--- config.mk ---
export PLATFORM = sky130hd
export DESIGN_NAME = ddrb_ctrl
export DESIGN_NICKNAME = d
export VERILOG_FILES = /design/src/design/ddrb_pkg.sv /design/src/design/ddrb_ctrl.sv
export VERILOG_INCLUDE_DIRS = /design/src /design/src/design
export SDC_FILE = /design/constraint.sdc
export NUM_CORES = 1
export LEC_CHECK = 0
export ABC_AREA = 1
export BUFFER_PORTS_ARGS = -buffer_cell sky130_fd_sc_hd__buf_2
export CAP_MARGIN = 20
export CELL_PAD_IN_SITES_DETAIL_PLACEMENT = 0
export CELL_PAD_IN_SITES_GLOBAL_PLACEMENT = 2
export CORE_ASPECT_RATIO = 0.9
export CORE_UTILIZATION = 29
export DETAILED_ROUTE_END_ITERATION = 8
export GPL_ROUTABILITY_DRIVEN = 0
export PLACE_DENSITY = 0.77
export SKIP_CTS_REPAIR_TIMING = 1
export SLEW_MARGIN = 15
export SYNTH_ARGS = -nofsm -noshare
export SYNTH_HDL_FRONTEND = slang
export SYNTH_SLANG_ARGS = --single-unit
--- constraint.sdc ---
create_clock -name clock -period 3.3 [get_ports clock]
set_input_delay 0.66 -clock clock [delete_from_list [all_inputs] [get_ports clock]]
set_output_delay 0.66 -clock clock [all_outputs]
set_load 0.01 [all_outputs]
--- src/design/assert_macros.svh ---
// Assertion helpers; both expect ports named clock and reset in scope.
`ifndef ASSERT_MACROS_SVH
`define ASSERT_MACROS_SVH

// Checked outside reset only.
`define DDRB_ASSERT(lbl, prop, msg) \
   lbl: assert property (@(posedge clock) disable iff (reset) prop) else $error(msg);

// Checked at every edge, reset included.
`define DDRB_ASSERT_RST(lbl, prop, msg) \
   lbl: assert property (@(posedge clock) prop) else $error(msg);

`endif

--- src/design/ddrb_pkg.sv ---
`timescale 1ns / 1ps
package ddrb_pkg;

   localparam int REG_WORDS   = 64;
   localparam int PARAM_WORDS = 32768;
   localparam int REG_AW      = $clog2(REG_WORDS);
   localparam int PARAM_AW    = $clog2(PARAM_WORDS);
   localparam int SLOT_W      = 15;
   localparam int CMD_W       = 2;
   localparam int WIDX_W      = 10;
   localparam int DATA_W      = 32;
   localparam int IRQ_WORDS   = 5;

   // item commands
   localparam logic [CMD_W-1:0] CMD_READ  = 2'd0;
   localparam logic [CMD_W-1:0] CMD_WRITE = 2'd1;
   localparam logic [CMD_W-1:0] CMD_TICK  = 2'd2;

   // register word offsets
   localparam logic [WIDX_W-1:0] W_CONF  = 10'd0;
   localparam logic [WIDX_W-1:0] W_BUF0  = 10'd1;
   localparam logic [WIDX_W-1:0] W_BUF1  = 10'd2;
   localparam logic [WIDX_W-1:0] W_DBSEL = 10'd3;
   localparam logic [WIDX_W-1:0] W_CUR   = 10'd4;
   localparam logic [WIDX_W-1:0] W_TASK  = 10'd7;
   localparam logic [WIDX_W-1:0] W_IADDR = 10'd8;
   localparam logic [WIDX_W-1:0] W_IDATA = 10'd9;
   localparam logic [WIDX_W-1:0] W_IEN   = 10'd10;
   localparam logic [WIDX_W-1:0] W_ISTAT = 10'd15;
   localparam logic [WIDX_W-1:0] W_CHEN  = 10'd42;

   // bit masks
   localparam logic [DATA_W-1:0] CONF_EN_MASK = 32'h0000_0010;
   localparam logic [DATA_W-1:0] CH_A_MASK    = 32'h0000_4000;
   localparam logic [DATA_W-1:0] CH_B_MASK    = 32'h0000_8000;
   localparam logic [DATA_W-1:0] EOF_A_MASK   = 32'h0000_0002;
   localparam logic [DATA_W-1:0] EOF_B_MASK   = 32'h0000_0004;
   localparam logic [DATA_W-1:0] VSYNC_MASK   = 32'h0001_0000;

   // controller to datapath
   typedef struct packed {
      logic                load;
      logic                exec;
      logic                clear_we;
      logic [PARAM_AW-1:0] clear_addr;
   } ddrb_cmd_type;

endpackage

--- src/design/ddrb_ctrl.sv ---
`timescale 1ns / 1ps
`include "assert_macros.svh"
module ddrb_ctrl
   import ddrb_pkg::*;
(
   input  logic         clock,
   input  logic         reset,
   input  logic         start,
   output logic         busy,
   output ddrb_cmd_type cmd_o
);

   localparam logic [1:0] ST_CLEAR = 2'd0;
   localparam logic [1:0] ST_IDLE  = 2'd1;
   localparam logic [1:0] ST_EXEC  = 2'd2;

   localparam logic [PARAM_AW-1:0] CLR_LAST = PARAM_AW'(PARAM_WORDS - 1);

   logic [1:0]          state_ff, state_in;
   logic [PARAM_AW-1:0] clr_cnt_ff, clr_cnt_in;

   always_comb begin
      state_in   = state_ff;
      clr_cnt_in = clr_cnt_ff;
      cmd_o      = '0;
      unique case (state_ff)
         ST_CLEAR: begin
            cmd_o.clear_we   = 1'b1;
            cmd_o.clear_addr = clr_cnt_ff;
            clr_cnt_in       = clr_cnt_ff + PARAM_AW'(1);
            if (clr_cnt_ff == CLR_LAST) begin
               state_in = ST_IDLE;
            end
         end
         ST_IDLE: begin
            if (start) begin
               cmd_o.load = 1'b1;
               state_in   = ST_EXEC;
            end
         end
         ST_EXEC: begin
            cmd_o.exec = 1'b1;
            state_in   = ST_IDLE;
         end
         default: begin
            state_in = ST_IDLE;
         end
      endcase
   end

   assign busy = (state_ff != ST_IDLE);

   always_ff @(posedge clock) begin
      if (reset) begin
         state_ff   <= ST_CLEAR;
         clr_cnt_ff <= '0;
      end else begin
         state_ff   <= state_in;
         clr_cnt_ff <= clr_cnt_in;
      end
   end

   `DDRB_ASSERT_RST(a_reset_clears, reset |=> (state_ff == ST_CLEAR && clr_cnt_ff == '0), "reset must restart the clearing pass")
   `DDRB_ASSERT(a_load_to_exec, (state_ff == ST_IDLE && start) |=> (state_ff == ST_EXEC), "accepted item must execute next cycle")
   `DDRB_ASSERT(a_clear_holds, (state_ff == ST_CLEAR && clr_cnt_ff != CLR_LAST) |=> (state_ff == ST_CLEAR), "clearing pass left early")

endmodule

==> impl_metrics.yaml, run 1 <==
status:
  outcome: "complete, no violations"
setup_path:
  worstReg2RegEnd: "clr_cnt_ff[12]$_SDFFE_PP0N_"
  worstRegToRegCells: 8
  critical_path.max_fanout: 16
  arrival_ns: 1.51
  cp-startpoint: "state_ff[1]$_SDFFE_PP0P_"
  crit_type: "flop to output pin"
  required_ns: 2.64
  cp-end-kind: "output pin"
  reg2reg_slack_ns: 1.82
  r2r-start: "clr_cnt_ff[0]$_SDFFE_PP0N_"
  cp-start-kind: "flop"
synth:
  synth_area_leaders: "dfxtp_1 36%, inv_1 11%, nor2_1 9.6%"
  yosys.area.top_type: "dfxtp_1"
  synth_area_sq_um: 940
  ys_ff_latch: 17
  ys.warnings.count: 0
  seq_area_frac_synth: 0.362
  synthesis.nets: 144
  netlist.area_leader.share: 0.362
  synth.distinct_cells: 21
  syn_inst: 140
  synth_area_per_cell_sq_um: 6.71
routing:
  wl_per_cell_um: 11.3
  vias_per_cell: 4.52
  ant_nets: 0
  vias: 927
  totalWireLength_mm: 2.31
  firstDrtPassIters: 4
  drt_iter0_drc: 66
  drc: 0
clocking:
  h-tree-depth: 1
  cts_buffers: 3
  clkTransAtPathRegs_ns: 0.10
  cts_tree: "built"
  clock-sinks: 17
  ctsRootBufferMaster: "clkbuf_4"
  cts.path.max_buffers: 2
  clk_latency_ns: 0.29
die:
  initial_core_util: 0.306
  die_h_um: 56
  std_cell_rows: 19
  die_w_um: 62
  io_pins: 22
  coreArea_sq_um: 3070
  die-area_sq_um: 3470
timing:
  fin_skew_ns: 0.00148
  worst_slew_pin_slew_ns: 0.556
  fmax_mhz: 461
  period_minus_slack_ns: 2.17
  hold_violations: 0
  relSlewSlack: 0.628
  rsz0062_at_grt: "false"
  min_period_over_period: 0.657
  tns_ns: 0
  finalSetupViolations: 0
  slew_viol_final: 0
power:
  ir_worst_vdd_mv: 0.166
  powerDensity_nw_per_um2: 314
  leakagePower_nw: 0.497
layout:
  final_core_util: 0.364
  area_growth_pct: 18.6
  finalNetCount: 168
  layout-drive-gt1-share: 0.215
  finish.instance_area_sq_um: 1110
  insertedDiodeCount: 0
grt:
  busiest_layer: "met2"
  grt_max_degree: 17
  grt.total_usage: 0.146
  grt_pass1_vias: 816
  met1_usage: 0.209
  use_met2: 0.214
  grt_overflow_total: 0
  gr-usage-met3: 0.0512
  grt_first_pass_wirelength_mm: 3.73
  antenna_found_initial: 0
min_path:
  hp-class: "flop to flop"
  min_to: "clr_cnt_ff[7]$_SDFFE_PP0N_"
  min_from: "clr_cnt_ff[7]$_SDFFE_PP0N_"
  min_path_cells: 2
placed_design:
  dp_hpwl_mm: 1.72
  io_buffer_count: 21
  placed_cell_area_sq_um: 1090
job:
  drv_cap: 0
## how the worst max path moves through the flow
| stage | end | slack [ns] | cells after the start |
|---|---|---|---|
| after floorplan | cmd_o[10] | 1.76 | 4 |
| after global placement | cmd_o[3] | 1.49 | 4 |
| after detailed placement | cmd_o[3] | 1.45 | 4 |
| after CTS | cmd_o[3] | 1.10 | 4 |
| after global routing | cmd_o[3] | 0.90 | 4 |
| final | cmd_o[3] | 1.13 | 4 |
## cells in the final DEF (no fill, tap or decap), types with 3 or more instances in the layout
| cell | synthesis | layout |
|---|---|---|
| nand2_1 | 23 | 23 |
| nor3_1 | 8 | 8 |
| o21ai_0 | 6 | 6 |
| clkbuf_4 | 0 | 3 |
| buf_2 | 1 | 21 |
| inv_1 | 28 | 28 |
| nand4_1 | 3 | 3 |
| dfxtp_1 | 17 | 17 |
| a21oi_1 | 8 | 8 |
| nor2_4 | 4 | 4 |
| nand3_1 | 6 | 6 |
| nor2_1 | 24 | 24 |
## layer usage
metal / wire [um] / part of all wire
met2: 1050 / 0.46
met3: 73 / 0.032
met5: 0 / 0
met4: 13 / 0.0056
met1: 1170 / 0.51
## area by class of cell
cell class,count,area [sq um]
Clock buffer,4,26.3
Timing Repair Buffer,21,105
Sequential cell,17,340
Fill cell,350,1950
Multi-Input combinational cell,93,485
Inverter,28,105
Tap cell,42,52.6
## registers in the layout, summed over array words and instances (netlist names)
name        flops
clr_cnt_ff     15
state_ff        2
## through the flow
step	total power [W]	std cells	worst slack, ns	hold WS (ns)
after CTS	0.000358	205	1.10	0.499
after global placement	0.000238	201	1.49	0.469
after detailed placement	0.000238	201	1.45	0.480
after global routing	0.000373	205	0.895	0.526
after floorplan	0.000230	140	1.76	0.456
final	0.000350	205	1.13	0.498
## synthesized netlist by cell type (all sizes together)
master	instances
a21oi	8
a31oi	1
buf	1
clkbuf	1
dfxtp	17
ha	1
inv	28
nand2	24
nand3	9
nand3b	1
nand4	3
nor2	30
nor3	9
o21ai	7
## kinds of logic after synthesis
group / share of synthesized area
simple gates: 0.417
buf+inv: 0.121
flops: 0.362
compound gates: 0.0866
fa+ha+maj: 0.0133
## where the power goes
part	switching, W	internal, W
Sequential	0.00000328	0.000208
Clock	0.0000701	0.0000470
Combinational	0.0000135	0.00000800
## critical path: stages, from the launching register on
cell     delay (ns)
dfxtp_1        0.35
inv_1          0.11
nand2_1        0.34
nor2_1         0.25
buf_2          0.16
Power figures use the tool's default switching activity.
==> inputs of run 2 (changes only) <==
--- a/config.mk
+++ b/config.mk
@@ -12,10 +12,10 @@
 export CELL_PAD_IN_SITES_DETAIL_PLACEMENT = 0
 export CELL_PAD_IN_SITES_GLOBAL_PLACEMENT = 2
 export CORE_ASPECT_RATIO = 0.9
-export CORE_UTILIZATION = 29
+export CORE_UTILIZATION = 27
 export DETAILED_ROUTE_END_ITERATION = 8
 export GPL_ROUTABILITY_DRIVEN = 0
-export PLACE_DENSITY = 0.77
+export PLACE_DENSITY = 0.72
 export SKIP_CTS_REPAIR_TIMING = 1
 export SLEW_MARGIN = 15
 export SYNTH_ARGS = -nofsm -noshare
==> constraint.sdc (replaced) <==
create_clock -name clock -period 2.15 [get_ports clock]
set_input_delay 0.43 -clock clock [delete_from_list [all_inputs] [get_ports clock]]
set_output_delay 0.43 -clock clock [all_outputs]
set_load 0.01 [all_outputs]
==> impl_metrics.yaml, run 2 (synthesis results as in run 1) <==
status:
  outcome: "complete, no violations"
routing:
  wl_per_cell_um: 11.0
  totalWireLength_mm: 2.26
  firstDrtPassIters: 4
  drt_iter0_drc: 22
  ant_nets: 0
  vias: 898
  drc: 0
  vias_per_cell: 4.38
power:
  ir_worst_vdd_mv: 0.283
  leakagePower_nw: 0.505
  powerDensity_nw_per_um2: 528
layout:
  layout-drive-gt1-share: 0.215
  largest_reg_flops: 15
  top_register: "clr_cnt_ff"
  insertedDiodeCount: 0
  final_common_cell: "inv_1"
  area_growth_pct: 20.6
  finalNetCount: 168
  reg_top3: "clr_cnt_ff (15), state_ff (2)"
  final_cell_mix: "28 x inv_1, 24 x nor2_1, 23 x nand2_1"
setup_path:
  required_ns: 1.72
  cp-end-kind: "output pin"
  cp-start-kind: "flop"
  crit_type: "flop to output pin"
  crit_buf_inv: 2
  crit_slowest_cell: "dfxtp_1"
  max_stage_delay_ns: 0.43
  cp_cell_sequence: "inv_1, nand2_1, nor2_1, buf_2"
  cp_top_family: "simple AND/OR/NAND/NOR gates"
  critical_path.max_fanout: 16
  arrival_ns: 1.43
timing:
  worst_slew_pin_slew_ns: 0.555
  relSlewSlack: 0.629
  hold_violations: 0
  finalSetupViolations: 0
  tns_ns: 0
  hold_ws_ns: 0.433
  rsz0062_at_grt: "false"
  period_minus_slack_ns: 1.86
  fin_skew_ns: 0.00380
  slew_viol_final: 0
  fmax_mhz: 536
  min_period_over_period: 0.867
die:
  die-area_sq_um: 3720
  die_w_um: 64.2
  coreArea_sq_um: 3190
  std_cell_rows: 19
  initial_core_util: 0.295
  die_h_um: 58.0
  io_pins: 22
clocking:
  cts_tree: "built"
  ctsRootBufferMaster: "clkbuf_8"
  cts_buffers: 3
  clock-sinks: 17
  clk_latency_ns: 0.25
  clkTransAtPathRegs_ns: 0.06
  h-tree-depth: 1
  cts.path.max_buffers: 2
grt:
  grt_max_degree: 17
  grt_first_pass_wirelength_mm: 3.83
  grt.total_usage: 0.137
  grt_overflow_total: 0
  grt_pass1_vias: 828
  antenna_found_initial: 0
placed_design:
  io_buffer_count: 21
  dp_hpwl_mm: 1.70
min_path:
  hp-class: "input port to flop"
job:
  drv_cap: 0
run 2: worst reg2reg max path, stage by stage (launching register included):
cell and delay [ns]:
dfxtp_1 0.42, ha_1 0.20, nand2_1 0.07, inv_1 0.11, nand3_4 0.12, nor2_4 0.19
nand3b_1 0.10, nand2_1 0.08, nor2_2 0.04
run 2: path summary, 6_finish.rpt:
| check | from | endpoint | slack (ns) | cells after the start |
|---|---|---|---|---|
| setup reg to reg | clr_cnt_ff[0]$_SDFFE_PP0N_ | clr_cnt_ff[12]$_SDFFE_PP0N_ | 0.71 | 8 |
| hold / removal | reset | state_ff[1]$_SDFFE_PP0P_ | 0.43 | 2 |
| hold reg to reg | clr_cnt_ff[1]$_SDFFE_PP0N_ | clr_cnt_ff[1]$_SDFFE_PP0N_ | 0.50 | 2 |
| setup / recovery | state_ff[0]$_SDFFE_PP0P_ | cmd_o[3] | 0.29 | 4 |
run 2: cell type report:
cell class	instances	area, sq um
clock buffer	4	45.0
fill	366	2050
inverter	28	105
multi-input combinational	93	485
sequential	17	340
tap	42	52.6
timing repair buffer	21	105
run 2: metal layers:
metal	GRT usage	share of wire	vias to the layer above
li1	-	-	480
met1	0.182	0.52	403
met2	0.214	0.43	13
met3	0.0354	0.040	2
met4	0.0476	0.0097	0
met5	0	0	-
run 2: metrics by stage:
step           area (sq um)  worst slack (ns)  power [W]  std cells   util
6_report               1130             0.286   0.000598        205  0.356
5_1_grt                1130             0.150   0.000624        205  0.356
4_1_cts                1130             0.252   0.000609        205  0.356
3_5_place_dp           1090             0.534   0.000365        201  0.342
3_3_place_gp           1090             0.565   0.000365        201  0.342
2_1_floorplan           940             0.838   0.000353        140      -
run 2: report_power, final:
| group | leakage, nW | switching [W] | internal [W] |
|---|---|---|---|
| Combinational | 0.344 | 0.0000202 | 0.0000123 |
| Sequential | 0.138 | 0.00000516 | 0.000320 |
| Clock | 0.0228 | 0.000109 | 0.000132 |
